$ cat src/design/lpr_pkg.sv
// ----------------------------------------------------------------------------
// lpr_pkg: shared types and codes for the IPv4 longest prefix router
// Request and result structures, operation and status codes, the stored route
// entry layout and the control state encoding.
// ----------------------------------------------------------------------------
package lpr_pkg;

	typedef enum logic {
		ACT_ADD   = 1'b0,
		ACT_ROUTE = 1'b1
	} action_t;

	typedef enum logic [2:0] {
		STAT_FORWARDED = 3'd0,
		STAT_TTL_DROP  = 3'd1,
		STAT_NO_ROUTE  = 3'd2,
		STAT_ADDED     = 3'd3,
		STAT_FULL      = 3'd4
	} status_t;

	typedef struct packed {
		action_t     action;
		logic [31:0] prefix_value;
		logic [5:0]  prefix_len;
		logic        hop_present;
		logic [31:0] hop_address;
		logic [2:0]  port_index;
		logic [31:0] dest_address;
		logic [7:0]  ttl_in;
	} req_t;

	typedef struct packed {
		status_t     status;
		logic [2:0]  out_port;
		logic [31:0] out_hop_address;
		logic [7:0]  ttl_out;
	} rsp_t;

	// One stored route as it sits in the table memory.
	typedef struct packed {
		logic [31:0] prefix;
		logic [5:0]  len;
		logic        has_hop;
		logic [31:0] hop;
		logic [2:0]  port;
	} entry_t;

	// Running best match of a scan.
	typedef struct packed {
		logic        found;
		logic [5:0]  len;
		logic        has_hop;
		logic [31:0] hop;
		logic [2:0]  port;
	} best_t;

	typedef enum logic {
		S_IDLE = 1'b0,
		S_SCAN = 1'b1
	} state_t;

	localparam logic [5:0] MAX_PREFIX_LEN = 6'd32;
	localparam logic [7:0] TTL_MIN_FWD    = 8'd2;

endpackage

$ cat src/design/lpr_match.sv
// ----------------------------------------------------------------------------
// lpr_match: prefix compare and best-match update for one table entry
// Checks one entry read from the table against the destination and decides
// whether it replaces the running best (longer or equal length wins).
// ----------------------------------------------------------------------------
module lpr_match (
	input  lpr_pkg::entry_t entry,
	input  logic [31:0]     dest,
	input  lpr_pkg::best_t  best,
	output logic            take
);
	import lpr_pkg::*;

	logic [31:0] mask;
	logic        hit;

	// Stored lengths never exceed 32, so a right shift of all ones covers
	// every case including the zero-length default route.
	assign mask = ~(32'hFFFF_FFFF >> entry.len);
	assign hit  = ((entry.prefix ^ dest) & mask) == 32'd0;
	assign take = hit && (!best.found || (entry.len >= best.len));

endmodule

$ cat config.mk
export PLATFORM = sky130hd
export DESIGN_NAME = lpr_match
export DESIGN_NICKNAME = d
export VERILOG_FILES = /design/src/design/lpr_pkg.sv /design/src/design/lpr_match.sv
export SDC_FILE = /design/constraint.sdc
export NUM_CORES = 1
export LEC_CHECK = 0
export ABC_AREA = 1
export BUFFER_PORTS_ARGS = -buffer_cell sky130_fd_sc_hd__buf_2
export CORE_MARGIN = 3
export CORE_UTILIZATION = 30
export DETAILED_ROUTE_END_ITERATION = 6
export PLACE_DENSITY_LB_ADDON = 0.12
export SETUP_SLACK_MARGIN = 0.02
export SYNTH_ARGS = -nofsm -noshare
export SYNTH_HDL_FRONTEND = slang
export SYNTH_SLANG_ARGS = --single-unit
$ cat constraint.sdc
create_clock -name vclk -period 1.36
set_clock_uncertainty 0.05 [all_clocks]
set_input_delay 0.136 -clock vclk [all_inputs]
set_output_delay 0.136 -clock vclk [all_outputs]
set_load 0.005 [all_outputs]
* Yosys cells after proc, flatten, opt, wreduce, memory -nomap -nowiden
Cells that the tools add are included.
** Storage, ports and cells
- Bits in registers :: 0
- Bits of input ports :: 149
- Output and inout bits :: 1
- Logic and storage cells :: 9
** Cells by class
- Magnitude comparators :: 1
- Shift operators :: 1
- Bitwise logic cells :: 3
- Reductions and logical operators :: 4
** Operators with widths (count)
- 32-bit bitwise AND :: 1
- 32-bit logical NOT :: 1
- 32-bit inverter :: 1
- 32-bit by 6-bit right shift with 32-bit output (first input constant) :: 1
- 32-bit bitwise XOR :: 1
- 6-bit greater-or-equal comparator :: 1
- 1-bit logical AND :: 1
- 1-bit logical NOT :: 1
- 1-bit logical OR :: 1

* Logic depth before layout (Yosys ltp)
- Depth after elaboration :: 5
- Mapped depth :: 12
- Gate-level depth less buffers :: 11

* Worst setup path after synthesis
Ideal clock, no wire load.
- Kind :: input port to output port
- From :: in entry[38] (netlist bit)
- To :: out take
- Arrival :: 0.972 ns
- Data required time :: 1.174 ns
- Path slack :: 0.202 ns
- Stages :: 12
- Path buffers :: 1
- Cell sequence :: buf_6 nor2_1 nand2_1 nand2_1 nand2_1 nand2_1 nand2_1 nor2_1 nand2_1 nor2_1 nand2_1 nor2_2
** On the way
- Longest elaborated chain between the ends :: 5
- Elaborated cells between the ends (all ways) :: 7
- Classes of those cells :: order compare: 1; shift: 1; bitwise: 2; reduce/logical: 3
** RTL lines
- start: declaration :: RTL line lpr_match.sv:7 : input lpr_pkg::entry_t entry,
- 32-bit by 6-bit right shift with 32-bit output :: RTL line lpr_match.sv:19 : assign mask = ~(32'hFFFF_FFFF >> entry.len);
- 32-bit inverter :: RTL line lpr_match.sv:19
- 32-bit bitwise AND :: RTL line lpr_match.sv:20 : assign hit = ((entry.prefix ^ dest) & mask) == 32'd0;
- 32-bit logical NOT :: RTL line lpr_match.sv:20
- 1-bit logical AND (*) :: RTL line lpr_match.sv:21 : assign take = hit && (!best.found || (entry.len >= best.len));
- end: declaration :: RTL line lpr_match.sv:10 : output logic take
Every way passes the cells marked *; elsewhere a longest branch is shown, timed or not.

* Worst setup path in the final report
- From :: in entry[36] (netlist bit)
- To :: out take
Same word-level chain as after synthesis.

==> metrics.cfg <==
[route]
drt_iter0_drc=14
vias=1384
via_per_inst=4.394
drtAntennaViolNets=0
drt_first_pass_iters=4
wl_per_cell_um=10.14
wl_um=3194
remaining_drc_errors=0

[sta]
hold_viol=0
relSlewSlack_pct=83.65
worst_pin_slew_ns=0.2426
grt_setup_unrepaired=yes
fmax_mhz=683.1
fin_crit_sh_pct=107.6
fin_setup_tns_ns=-0.1039
setup_viol=1
worst_slack_ns=-0.1039
timing.hold.ws_ns=0.5943
maxSlewViolCount=0
period_needed_ns=1.464

[global_routing]
grt_pass1_vias=1299
grt_util_all_layers_pct=15.38
met1_usage_pct=19.55
grt_use_met3_pct=3.058
grt_overflow=0
use_met2_pct=28.23
grt_pass1_wl_um=5175
grt.busiest_layer=met2
antenna_found_initial=0
grt_max_degree=10

[cells_and_area]
area_growth_pct=67.19
seq_area_sq_um=0
multi_input_area_sq_um=922.1
final_common_cell=buf_2
nFillCells=331
n_antenna_cell=0
drive_above_1_share_pct=42.12
mostFrequentLayoutCells=buf_2 (73), nand2_1 (65), xor2_1 (27), nor2_1 (17), buf_4 (16)
fin_nets=430
clockBufferCount=0
design.seq.count=0
fin_area_sq_um=1613

[die]
io_pins=150
fp-row-count=19
die_h_um=62.71
die_x_um=62.71
start_util_pct=33.26
core_area_sq_um=2900
dieArea_sq_um=3932

[run]
drv_cap=0

[setup_path]
cp_max_fo=4
path_common_cell=nand2_1
critical_path.top_delay_family=simple AND/OR/NAND/NOR gates
endpoint_kind=primary output
cp_data_required_time_ns=1.17
arrival_ns=1.28
slowest_stage=buf_2
startpoint_type=input pin
crit_buf_inv=3
slowest_delay_ns=0.14
critical_path.cell_chain=buf_2, inv_1, nand2_2, nand3_1, nand3_1, nand2_1, nand2_1, nor2_1, nand2_1, nor2_1, nand2_1, nor2_2, buf_2
critical_path_class=in2out

[synthesis]
synth_largest_area_cell=nand2_1
synthTopCellsByArea=nand2_1 (27%), xor2_1 (25%), ha_1 (7.8%)
syn_inst=180
syn_area_sq_um=964.7
ys_warn_count=0
yosys.area.top_type_share_pct=27.24
seq_area_frac_synth_pct=0
yosysUniqueCellTypes=21
syn_avg_cell_area_sq_um=5.359
syn-num-nets=335

[clocking]
hold_buffers=0

[power]
p_leak_nw=0.9514
finalPower_uw=487.0
power_density_nw_per_um2=302.0
ir_drop_uv=163.2

[place]
place_congestion=0.8440
placed_area_sq_um=1516
port_buffers=78
hpwl_um=2804

[status]
violations=negative setup slack
status=finished, violations left

[hold_path]
hp-class=in2out

-- tightest hold or removal path, cell delays in order --
cell and delay (ns):
buf_2 0.10, inv_1 0.04, nor2_1 0.04, nor2_2 0.08, buf_2 0.11
-- timing repair --
item                       4_1_cts  5_1_grt
setup buffers                    0        0
pin swaps                        6        1
gates resized for setup         24        6
setup endpoints to repair        1        1
-- area by class of cell --
type | count | share of cell area [%]
Timing Repair Buffer | 95 | 35.38
Inverter | 16 | 4.189
Tap cell | 42 | 3.258
Multi-Input combinational cell | 162 | 57.18
-- per-layer routing --
metal	share of wire [%]	wire length (um)
met1	44	1418
met2	47	1514
met3	8.1	260
met4	0	0
met5	0	0
-- kinds of logic after synthesis --
kind of cell / count (synthesis) / share of synthesized area (%)
and+or+nand+nor: 110 / 47.60
AOI/OAI and AO/OA: 17 / 10.12
buffers and inverters: 18 / 8.171
adders and majority gates: 6 / 7.782
xor gates and xnor gates: 29 / 26.33
-- Yosys cell counts --
cell       instances
o2111ai_1          1
ha_1               6
nor2_4             1
nand2_2            1
xnor2_1            2
nor2_1            19
nand3_1           13
nand2_4            1
o21ai_0            3
o21ai_2            1
inv_2              4
nand2_1           70
nand4_1            2
o211ai_1           2
buf_4              1
xor2_1            27
inv_1             12
a21oi_1            5
o21ai_1            5
nor2_2             3
buf_6              1
-- metrics by stage --
step / instances / worst slack [ns] / util [%]
final: 315 / -0.1039 / 55.61
after CTS: 315 / -0.09863 / 54.92
after global placement: 315 / -0.2026 / 52.29
after global routing: 315 / -0.2298 / 55.61
after detailed placement: 315 / -0.1969 / 52.29
after floorplan: 180 / 0.2019 / -
-- power breakdown --
| group | total [mW] | internal (mW) | switching (mW) | leakage (nW) |
|---|---|---|---|---|
| sequential | 0 | 0 | 0 | 0 |
| clock | 0 | 0 | 0 | 0 |
| combinational | 0.487 | 0.249 | 0.238 | 0.951 |
-- final timing paths --
check / from / end / slack (ns) / cells past startpoint
setup / recovery: entry[36] / take / -0.10 / 13
hold / removal: best[42] / take / 0.59 / 5
No activity file was read; power rests on OpenSTA's default activity.
