`config.mk`:
```
export PLATFORM = sky130hd
export DESIGN_NAME = lpr_ram
export DESIGN_NICKNAME = d
export VERILOG_FILES = /design/src/design/lpr_ram.sv
export SDC_FILE = /design/constraint.sdc
export NUM_CORES = 1
export LEC_CHECK = 0
export ABC_AREA = 1
export BUFFER_PORTS_ARGS = -buffer_cell sky130_fd_sc_hd__buf_2
export CAP_MARGIN = 20
export CORE_UTILIZATION = 60
export DETAILED_ROUTE_END_ITERATION = 6
export PLACE_DENSITY = 0.79
export SLEW_MARGIN = 10
export SYNTH_ARGS = -nofsm -noshare
export SYNTH_HDL_FRONTEND = slang
export SYNTH_SLANG_ARGS = --single-unit
```
`constraint.sdc`:
```
create_clock -name clk -period 2.4 [get_ports clk]
set_input_delay 0.36 -clock clk [delete_from_list [all_inputs] [get_ports clk]]
set_output_delay 0.36 -clock clk [all_outputs]
set_load 0.03 [all_outputs]
```
`src/design/lpr_ram.sv`:
```
// ----------------------------------------------------------------------------
// lpr_ram: generic single-port-write, single-port-read synchronous RAM
// One write and one read per cycle; read data is registered.
// ----------------------------------------------------------------------------
module lpr_ram #(
	parameter int WIDTH = 8,
	parameter int DEPTH = 64,
	localparam int AW = (DEPTH > 1) ? $clog2(DEPTH) : 1
) (
	input  logic             clk,
	input  logic             we,
	input  logic [AW-1:0]    waddr,
	input  logic [WIDTH-1:0] wdata,
	input  logic [AW-1:0]    raddr,
	output logic [WIDTH-1:0] rdata
);

	logic [WIDTH-1:0] mem [DEPTH];

	always_ff @(posedge clk) begin
		if (we) begin
			mem[waddr] <= wdata;
		end
		rdata <= mem[raddr];
	end

endmodule

```
Word level (Yosys, flattened, before mapping)
Memory sizes are Yosys's and may differ from the RTL's. A register that Yosys moved wholly into a read port is not among the register bits.
Cells that the tools add are included.
{"block": "word_totals", "memories": 1, "ram_bits": 512, "word_cells": 3, "regBits": 0}
{"block": "classes", "n_mux": 2}
{"name": "mem", "words": 64, "width": 8, "rd": 1, "rd_ports_with_merged_regs": 1, "write_ports": 1, "line": "18", "rtl": "logic [WIDTH-1:0] mem [DEPTH];"}
{"cell": "$mux W1", "n": 2}

Longest topological paths before layout
Gate-level depths: netlist of the first run.
{"block": "depth", "word_depth": 2, "depth_mapped": 12, "mapped_depth_nobuf": 9}

Worst setup path after synthesis of the first run
Ideal clock, no wire load.
{"block": "synth_path", "kind": "input port to flip-flop", "startpoint": "input we", "endpoint": "memory mem[48][0] (enable)", "setup_ps": 395, "path_stages": 3, "t_arrival_ps": 1731, "path_slack_ps": 274, "required_ps": 2005, "n_path_buf": 1, "cell_sequence": "clkbuf_1 -> nand4_1 -> nor4_1"}
{"block": "synth_via", "elab_chain_len": 2}
{"item": "start: declaration", "line": "11", "rtl": "input logic we,"}
{"item": "$mux W1", "line": "21", "rtl": "if (we) begin"}
{"item": "$mux W1 (implied by the code)", "line": "22", "rtl": "mem[waddr] <= wdata;"}
{"item": "end: declaration", "line": "18"}
Every way passes these cells.

Worst setup path after layout of the first run
{"block": "layout_path", "startpoint": "register rdata[3] (read register of mem)", "endpoint": "output rdata[3]"}
{"item": "start: declaration", "line": "15", "rtl": "output logic [WIDTH-1:0] rdata"}
No word-level cell between the ends.

==> run_results.csv, run 1 <==
group,metric,value,unit
run_status,status,"complete, no violations",
worst_setup_path,path_cells,"buf_2",
cts,cts_sinks,520,
layout,syn_to_final_growth,12.0,%
worst_setup_path,path_depth,1,
logic_synthesis,yosysUniqueCellTypes,16,
route,ant_nets,0,
route,firstDrtPassIters,6,
route,drt_iter0_markers,2182,
worst_setup_path,path_max_fanout,1,
floorplanning,die-area,36300,um2
worst_setup_path,worst-endpoint-arrival,1290,ps
timing,hold_violations,0,
power_and_ir_drop,leakagePower,8.78,nW
worst_setup_path,timing.rr.start,"mem[58][2]$_DFFE_PP_",
floorplanning,num_rows,68,
placement,finalWeightedCongestion,0.942,
global_route,first_global_vias,14300,
cts,clk_latency,590,ps
timing,setup_viol,0,
logic_synthesis,syn_avg_cell_area,11.8,um2
logic_synthesis,syn_inst,1805,
flow_run,cap_violations,0,
placement,dp.final_hpwl,31800,um
route,wl,54300,um
power_and_ir_drop,ir_drop,0.606,mV
worst_setup_path,endpoint,"rdata[3]",
timing,slew_headroom,44.7,%
logic_synthesis,ys_seq_area_share,72.8,%
logic_synthesis,synth_area,21300,um2
worst_setup_path,rrSetupSlack,980,ps
timing,post-route-period-util,68.6,%
cts,clkTransAtPathRegs,60,ps
cts,cts_made_buffers,50,
layout,fill_cells,2317,
layout,drive_gt1_share,11.0,%
global_route,antenna_found_initial,1,
cts,post_cts_resized,0,
placement,io_buffers,29,
min_path,whs_path_depth,3,
timing,tns,0,ps
worst_setup_path,r2r-end,"rdata[2]$_DFF_P_",
timing,period_needed,1650,ps
timing,clock_skew,27.6,ps
worst_setup_path,cp-startpoint,"rdata[3]$_DFF_P_",
global_route,grt.total_usage,30.5,%
worst_setup_path,critPathLaunchType,"flip-flop",
worst_setup_path,required,2040,ps
power_and_ir_drop,p_per_area,792,nW/um2
logic_synthesis,ys_ff_latch,520,
worst_setup_path,rr_worst_depth,8,
cts,clockRootBuffer,"clkbuf_16",
cts,clock_path_buffers,3,
route,vias,14700,
global_route,grt_max_degree,65,
route,wl_per_cell,22.8,um
worst_setup_path,crit_type,"reg -> out",
worst_setup_path,crit_path_top_delay_cell,"dfxtp_1",
placement,pre_cts_ws,298,ps
power_and_ir_drop,total_power,18.9,mW
global_route,grt-ovfl-total,0,
worst_setup_path,cp_top_family,"flip-flops",
worst_setup_path,cp.buffers_inverters,1,
layout,n_antenna_cell,0,
floorplanning,die_h,191,um
placement,post-place-cells,2284,
worst_setup_path,cpPeakStageDelay,460,ps
timing,rsz0062_at_grt,"false",
timing,worst_pin_slew,826,ps
logic_synthesis,ys_warn_count,0,
floorplanning,core_area,34800,um2
timing,setup_slack,754,ps
min_path,min-delay-start,"raddr[5]",
floorplanning,fp.dieW,191,um
floorplanning,io_pins,30,
route,vias_per_cell,6.18,
cts,cts_tree,"yes",
cts,cts_hold_buf,0,
layout,finalNetCount,1903,
global_route,grt_pass1_wl,81800,um
timing,maxSlewViolCount,0,
cts,postCtsSetupRepairBufs,0,
route,route.detailed.drc,0,
layout,layout.cells.non_filler,2377,
worst_setup_path,endpoint_kind,"output port",
floorplanning,start_util,61.3,%
min_path,hp-class,"in -> reg",
cts,cts_max_level,2,
timing,max_freq,0.608,GHz
logic_synthesis,syn_nets,1827,
==> power by group <==
group          leakage (nW)  switching (mW)  total, mW  internal (mW)
Sequential             4.67          0.0373       10.1           10.0
Clock                 0.761            3.30       7.57           4.27
Combinational          3.34           0.936       1.27          0.337
Total                  8.78            4.27       18.9           14.7
==> through the flow <==
stage | util, % | hold WS, ps | instance area, um2
floorplan | - | 459 | 21300
global placement | 64.2 | 777 | 22300
detailed placement | 64.2 | 760 | 22300
CTS | 68.7 | 159 | 23900
global route | 68.7 | 203 | 23900
finish | 68.7 | 191 | 23900
==> registers in the layout, summed over array words and instances, names as in the netlist <==
register / flops
rdata: 8
mem: 512
==> cell usage after synthesis, drive strengths merged <==
cell / count / share of area, %
inv: 12 / 0.23
nor2: 56 / 0.99
dfxtp: 8 / 0.75
nand4: 9 / 0.26
edfxtp: 512 / 72
nand3: 439 / 10
clkbuf: 15 / 0.26
buf: 98 / 3.5
nand2: 648 / 11
nor4: 8 / 0.23
==> final cells by class <==
type	instances	area [um2]	share of cell area, %
Timing Repair Buffer	137	1230	5.14
Clock inverter	25	221	0.927
Multi-Input combinational cell	1160	4950	20.7
Clock buffer	68	1350	5.64
Tap cell	455	569	2.38
Sequential cell	520	15500	65.0
Inverter	12	52.6	0.220
==> cells in the final DEF (no fill, tap or decap), types with 3 or more instances in the layout <==
cell          n
clkbuf_8      3
nor2_1       56
nand4_1       9
buf_4        88
inv_1         9
nor4_1        8
nand3_1     439
bufinv_16     3
clkinv_1      7
nand2_1     648
dfxtp_1       8
edfxtp_1    512
buf_12       21
clkbuf_16    50
clkbuf_1     15
clkinvlp_4    3
clkinv_2      8
buf_2        27
inv_6         3
==> cells by family (layout without fill, tap and decap cells) <==
kind of cell	Yosys count	in the layout	synth area share [%]
flops	520	520	72.8
buf+inv	125	242	4.02
simple gates	1160	1160	23.2
==> routing by layer <==
layer	wire, um	track usage, %
met1	19700	41.2
met5	12	0
met3	6480	5.41
met4	2380	14.3
met2	25700	48.5
==> worst min path at each step <==
stage | end | slack [ps]
after detailed placement | rdata[3]$_DFF_P_ | 760
final | rdata[3]$_DFF_P_ | 190
after global routing | rdata[6]$_DFF_P_ | 200
after floorplan | mem[0][0]$_DFFE_PP_ | 460
after CTS | rdata[3]$_DFF_P_ | 160
after global placement | rdata[3]$_DFF_P_ | 780
No activity file was read; power rests on OpenSTA's default activity.
==> run 2: changes to the inputs <==
--- a/config.mk
+++ b/config.mk
@@ -8,7 +8,7 @@
 export ABC_AREA = 1
 export BUFFER_PORTS_ARGS = -buffer_cell sky130_fd_sc_hd__buf_2
 export CAP_MARGIN = 20
-export CORE_UTILIZATION = 60
+export CORE_UTILIZATION = 57
 export DETAILED_ROUTE_END_ITERATION = 6
 export PLACE_DENSITY = 0.79
 export SLEW_MARGIN = 10
==> constraint.sdc (replaced) <==
create_clock -name clk -period 1.5 [get_ports clk]
set_input_delay 0.225 -clock clk [delete_from_list [all_inputs] [get_ports clk]]
set_output_delay 0.225 -clock clk [all_outputs]
set_load 0.03 [all_outputs]
==> run 2 against run 1 <==
Effect of this change:
- clock skew fell by 7.9 ps
- critical path depth did not move
- clock power increased by 70%
- utilization decreased by 0.62 points
- cell area is 4.5% higher
- global-route usage fell by 2.2 points
- first-iteration DRC count is 20% lower
- flip-flop and latch count unchanged
- via count fell by 0.65%
- worst hold slack lost 110 ps
- count of clock-buffer cells in the layout is 9 lower
==> run_results.csv, run 2 (synthesized netlist as in run 1, its figures left out) <==
group,metric,value,unit
layout,reg_top3,"mem (512), rdata (8)",
worst_setup_path,endpoint_kind,"output port",
route,firstDrtPassIters,6,
worst_setup_path,crit_type,"reg -> out",
route,vias_per_cell,5.99,
global_route,grt-ovfl-total,0,
timing,setup_slack,45.2,ps
timing,setup_viol,0,
power_and_ir_drop,p_switching,6.99,mW
global_route,first_global_vias,14200,
cts,cts_made_buffers,51,
flow_run,cap_violations,0,
layout,fill_cells,2430,
power_and_ir_drop,ir_drop,1.09,mV
placement,io_buffers,29,
layout,utilization,68.1,%
cts,cts_max_level,2,
timing,clock_skew,19.7,ps
timing,maxSlewViolCount,0,
route,drt_iter0_markers,1735,
power_and_ir_drop,p_int,24.3,mW
run_status,status,"complete, no violations",
floorplanning,io_pins,30,
worst_setup_path,cpPeakStageDelay,400,ps
worst_setup_path,crit_path_top_delay_cell,"dfxtp_1",
cts,cts_tree,"yes",
timing,period_needed,1450,ps
route,wl_per_cell,21.6,um
layout,largest_register_ffs,512,
global_route,antenna_found_initial,0,
cts,clk_latency,590,ps
timing,tns,0,ps
worst_setup_path,required,1270,ps
layout,seqCellArea,15500,um2
timing,post-route-period-util,97.0,%
placement,pre_cts_ws,-335,ps
cts,clkTransAtPathRegs,60,ps
layout,syn_to_final_growth,17.0,%
timing,worst_pin_slew,780,ps
cts,cts_hold_buf,0,
power_and_ir_drop,clockPowerShare,41.4,%
layout,top_register,"mem",
floorplanning,num_rows,70,
power_and_ir_drop,p_comb_share,7.0,%
global_route,grt_max_degree,65,
cts,clock_path_buffers,3,
placement,dp.final_hpwl,32500,um
floorplanning,die_h,195,um
floorplanning,start_util,58.1,%
layout,drive_gt1_share,16.0,%
worst_setup_path,path_cells,"buf_2",
layout,layout.cells.non_filler,2440,
power_and_ir_drop,p_sw_share,22.3,%
global_route,grt_pass1_wl,80900,um
route,route.detailed.drc,0,
worst_setup_path,cp.buffers_inverters,1,
route,vias,14600,
layout,mostFrequentLayoutCells,"nand2_1, edfxtp_1, nand3_1",
timing,slew_headroom,48.0,%
power_and_ir_drop,p_seq_share,51.6,%
floorplanning,core_area,36700,um2
layout,final_common_cell,"nand2_1",
power_and_ir_drop,p_per_area,1250,nW/um2
placement,post-place-cells,2345,
global_route,grt.total_usage,28.2,%
worst_setup_path,critPathLaunchType,"flip-flop",
floorplanning,fp.dieW,195,um
power_and_ir_drop,total_power,31.3,mW
worst_setup_path,path_max_fanout,1,
worst_setup_path,worst-endpoint-arrival,1230,ps
timing,max_freq,0.687,GHz
cts,clockRootBuffer,"clkbuf_16",
timing,hold_violations,0,
route,ant_nets,0,
min_path,hp-class,"in -> reg",
layout,n_antenna_cell,0,
layout,finalNetCount,1952,
floorplanning,die-area,38200,um2
worst_setup_path,cp_top_family,"flip-flops",
timing,rsz0062_at_grt,"false",
route,wl,52700,um
power_and_ir_drop,leakagePower,9.18,nW
layout,multi_input_area,5150,um2
cts,cts_sinks,520,
placement,finalWeightedCongestion,0.885,
-- run 2: cell types whose count changed in the layout (fill, tap and decap cells not counted), sizes merged --
cell / change
clkinvlp: -2
inv: -1
clkinv: +11
clkbuf: -9
bufinv: +3
buf: +48
-- run 2: cell type report --
type                       count  share of cell area [%]
clock buffer                  59                    5.44
clock inverter                36                    1.41
inverter                      12                   0.286
multi-input combinational   1160                    20.6
sequential                   520                    62.2
tap                          468                    2.34
timing repair buffer         185                    7.68
-- run 2: what timing repair did --
action                                  in CTS  in global routing
pin swaps                                    0                  0
buffers inserted                             0                  0
endpoints found under the setup margin       2                  2
resized for setup                            2                  2
-- run 2: path summary, 6_finish.rpt --
path | slack (ps) | depth (start not counted) | to | from
worst max-delay path | 50 | 1 | rdata[6] | rdata[6]$_DFF_P_
worst min-delay path | 90 | 1 | mem[6][1]$_DFFE_PP_ | wdata[1]
worst max register to register | 120 | 8 | rdata[7]$_DFF_P_ | mem[39][7]$_DFFE_PP_
worst min register to register | 830 | 8 | rdata[1]$_DFF_P_ | mem[12][1]$_DFFE_PP_
-- run 2: power groups by stage --
stage	Sequential [mW]	Clock [mW]	Combinational, mW
after floorplan	16.5	0	1.19
after global placement	16.4	0	2.08
after detailed placement	16.4	0	2.14
after CTS	16.1	13.1	2.16
after global routing	16.1	13.6	2.36
final	16.1	12.9	2.19
-- run 2: routing by layer --
layer  GRT usage [%]  up-vias  wire length (um)
li1                -     6607                 -
met1            36.8     6962             19300
met2            47.1      888             25900
met3            4.92      147              5460
met4            11.9        0              2070
met5               0        -                 0
-- run 2: per-stage QoR --
step / hold slack (ps) / instance area, um2
final: 85.5 / 25000
after global routing: 79.0 / 25000
after CTS: 63.2 / 25000
after detailed placement: 691 / 23300
after global placement: 684 / 23300
after floorplan: 324 / 21700
==> run 3: changes to the inputs <==
--- a/config.mk
+++ b/config.mk
@@ -8,9 +8,10 @@
 export ABC_AREA = 1
 export BUFFER_PORTS_ARGS = -buffer_cell sky130_fd_sc_hd__buf_2
 export CAP_MARGIN = 20
-export CORE_UTILIZATION = 57
+export CORE_UTILIZATION = 60
 export DETAILED_ROUTE_END_ITERATION = 6
 export PLACE_DENSITY = 0.79
+export REMOVE_ABC_BUFFERS = 1
 export SLEW_MARGIN = 10
 export SYNTH_ARGS = -nofsm -noshare
 export SYNTH_HDL_FRONTEND = slang
==> constraint.sdc (replaced) <==
create_clock -name clk -period 1.7 [get_ports clk]
set_input_delay 0.255 -clock clk [delete_from_list [all_inputs] [get_ports clk]]
set_output_delay 0.255 -clock clk [all_outputs]
set_load 0.03 [all_outputs]
==> run 3 against run 2 <==
Effect of this change:
- via count grew 0.77%
- utilization rose by 1.5 points
- clock skew decreased by 5.9 ps
- non-clock buffer count fell by 26
- wire length up 1.4%
- die area decreased by 5.0%
- sequential power shrank 12%
- worst hold slack gained 40 ps
- critical path type unchanged
- largest power group unchanged
==> run_results.csv, run 3 (synthesized netlist as in run 1, its figures left out) <==
group,metric,value,unit
floorplanning,io_pins,30,
placement,io_buffers,29,
cts,postCtsSetupRepairBufs,0,
power_and_ir_drop,leakagePower,8.96,nW
layout,largest_register_ffs,512,
cts,clock_path_buffers,3,
worst_setup_path,crit_path_top_delay_cell,"dfxtp_1",
route,firstDrtPassIters,6,
flow_run,cap_violations,0,
floorplanning,die-area,36300,um2
worst_setup_path,cp_top_family,"flip-flops",
timing,period_needed,1540,ps
power_and_ir_drop,total_power,27.1,mW
route,vias,14700,
floorplanning,die_h,191,um
worst_setup_path,path_cells,"buf_2",
route,wl,53500,um
layout,mostFrequentLayoutCells,"nand2_1, edfxtp_1, nand3_1",
global_route,first_global_vias,14500,
timing,worst_pin_slew,838,ps
power_and_ir_drop,p_seq_share,52.5,%
timing,post-route-period-util,90.4,%
layout,reg_top3,"mem (512), rdata (8)",
power_and_ir_drop,p_switching,5.87,mW
global_route,grt.total_usage,30.1,%
route,route.detailed.drc,0,
timing,rsz0062_at_grt,"false",
floorplanning,start_util,61.3,%
cts,cts_hold_buf,0,
timing,clock_skew,13.8,ps
worst_setup_path,rrSetupSlack,280,ps
worst_setup_path,rr_worst_depth,8,
layout,layout.cells.non_filler,2397,
route,ant_nets,0,
worst_setup_path,cp.buffers_inverters,1,
power_and_ir_drop,p_per_area,1120,nW/um2
placement,dp.final_hpwl,31800,um
global_route,grt_busiest_layer,"met2",
layout,final_common_cell,"nand2_1",
timing,maxSlewViolCount,0,
timing,hold_violations,0,
global_route,antenna_found_initial,0,
global_route,grt_max_degree,65,
run_status,status,"complete, no violations",
timing,setup_slack,163,ps
floorplanning,core_area,34800,um2
worst_setup_path,required,1440,ps
min_path,hp-class,"in -> reg",
power_and_ir_drop,p_comb_share,6.8,%
power_and_ir_drop,p_int,21.3,mW
worst_setup_path,crit_type,"reg -> out",
layout,top_register,"mem",
layout,design_area,24200,um2
worst_setup_path,cp-startpoint,"rdata[2]$_DFF_P_",
layout,finalNetCount,1926,
power_and_ir_drop,p_sw_share,21.6,%
timing,setup_viol,0,
cts,cts_made_buffers,51,
global_route,met3_usage,5.94,%
route,drt_iter0_markers,1796,
placement,post-place-cells,2306,
cts,post_cts_resized,0,
worst_setup_path,timing.rr.start,"mem[34][2]$_DFFE_PP_",
route,wl_per_cell,22.3,um
placement,finalWeightedCongestion,0.870,
worst_setup_path,path_depth,1,
power_and_ir_drop,ir_drop,0.967,mV
timing,max_freq,0.650,GHz
global_route,met1_usage,41.0,%
layout,utilization,69.6,%
cts,cts_tree,"yes",
global_route,grt-ovfl-total,0,
worst_setup_path,endpoint_kind,"output port",
floorplanning,num_rows,68,
cts,cts_max_level,2,
layout,n_antenna_cell,0,
route,vias_per_cell,6.14,
global_route,grt_pass1_wl,81600,um
worst_setup_path,path_max_fanout,1,
layout,drive_gt1_share,12.0,%
worst_setup_path,endpoint,"rdata[2]",
worst_setup_path,worst-endpoint-arrival,1280,ps
placement,post_dp_cell_area,22600,um2
cts,cts_sinks,520,
cts,clk_latency,550,ps
layout,syn_to_final_growth,13.4,%
global_route,grt_use_met2,48.3,%
timing,slew_headroom,44.1,%
placement,pre_cts_ws,-67.3,ps
worst_setup_path,r2r-end,"rdata[2]$_DFF_P_",
worst_setup_path,critPathLaunchType,"flip-flop",
worst_setup_path,cpPeakStageDelay,460,ps
cts,clkTransAtPathRegs,60,ps
floorplanning,fp.dieW,191,um
power_and_ir_drop,clockPowerShare,40.8,%
cts,clockRootBuffer,"clkbuf_16",
==> run 3: power by group through the flow <==
stage	logic [mW]	clock network, mW	registers [mW]
after floorplan	0.716	0	14.5
after global placement	1.73	0	14.5
final	1.84	11.1	14.2
after global routing	1.97	11.6	14.2
after detailed placement	1.79	0	14.5
after CTS	1.81	11.1	14.2
==> run 3: how the worst min path moves through the flow <==
stage	startpoint	end	slack, ps	cells after the start
floorplan	wdata[0]	mem[0][0]$_DFFE_PP_	350	0
global placement	raddr[5]	rdata[5]$_DFF_P_	660	3
detailed placement	raddr[5]	rdata[6]$_DFF_P_	680	3
CTS	raddr[5]	rdata[6]$_DFF_P_	100	3
global route	raddr[5]	rdata[6]$_DFF_P_	130	3
finish	raddr[5]	rdata[6]$_DFF_P_	130	3
==> run 3: area by class of cell <==
class | count | area (um2)
Sequential cell | 520 | 15500
Clock buffer | 73 | 1460
Timing Repair Buffer | 159 | 1460
Clock inverter | 18 | 188
Fill cell | 2280 | 10600
Inverter | 12 | 52.6
Tap cell | 455 | 569
Multi-Input combinational cell | 1160 | 4950
==> run 3: per-stage QoR <==
step / setup TNS, ps / hold WS, ps
6_report: 0 / 125
3_3_place_gp: -70.5 / 656
3_5_place_dp: -472 / 680
5_1_grt: 0 / 129
2_1_floorplan: -16310 / 354
4_1_cts: 0 / 98.0
==> run 3: layer usage <==
layer	share of wire (%)	routed length (um)
met1	37	19900
met2	48	25600
met3	12	6160
met4	3.4	1830
met5	0	0
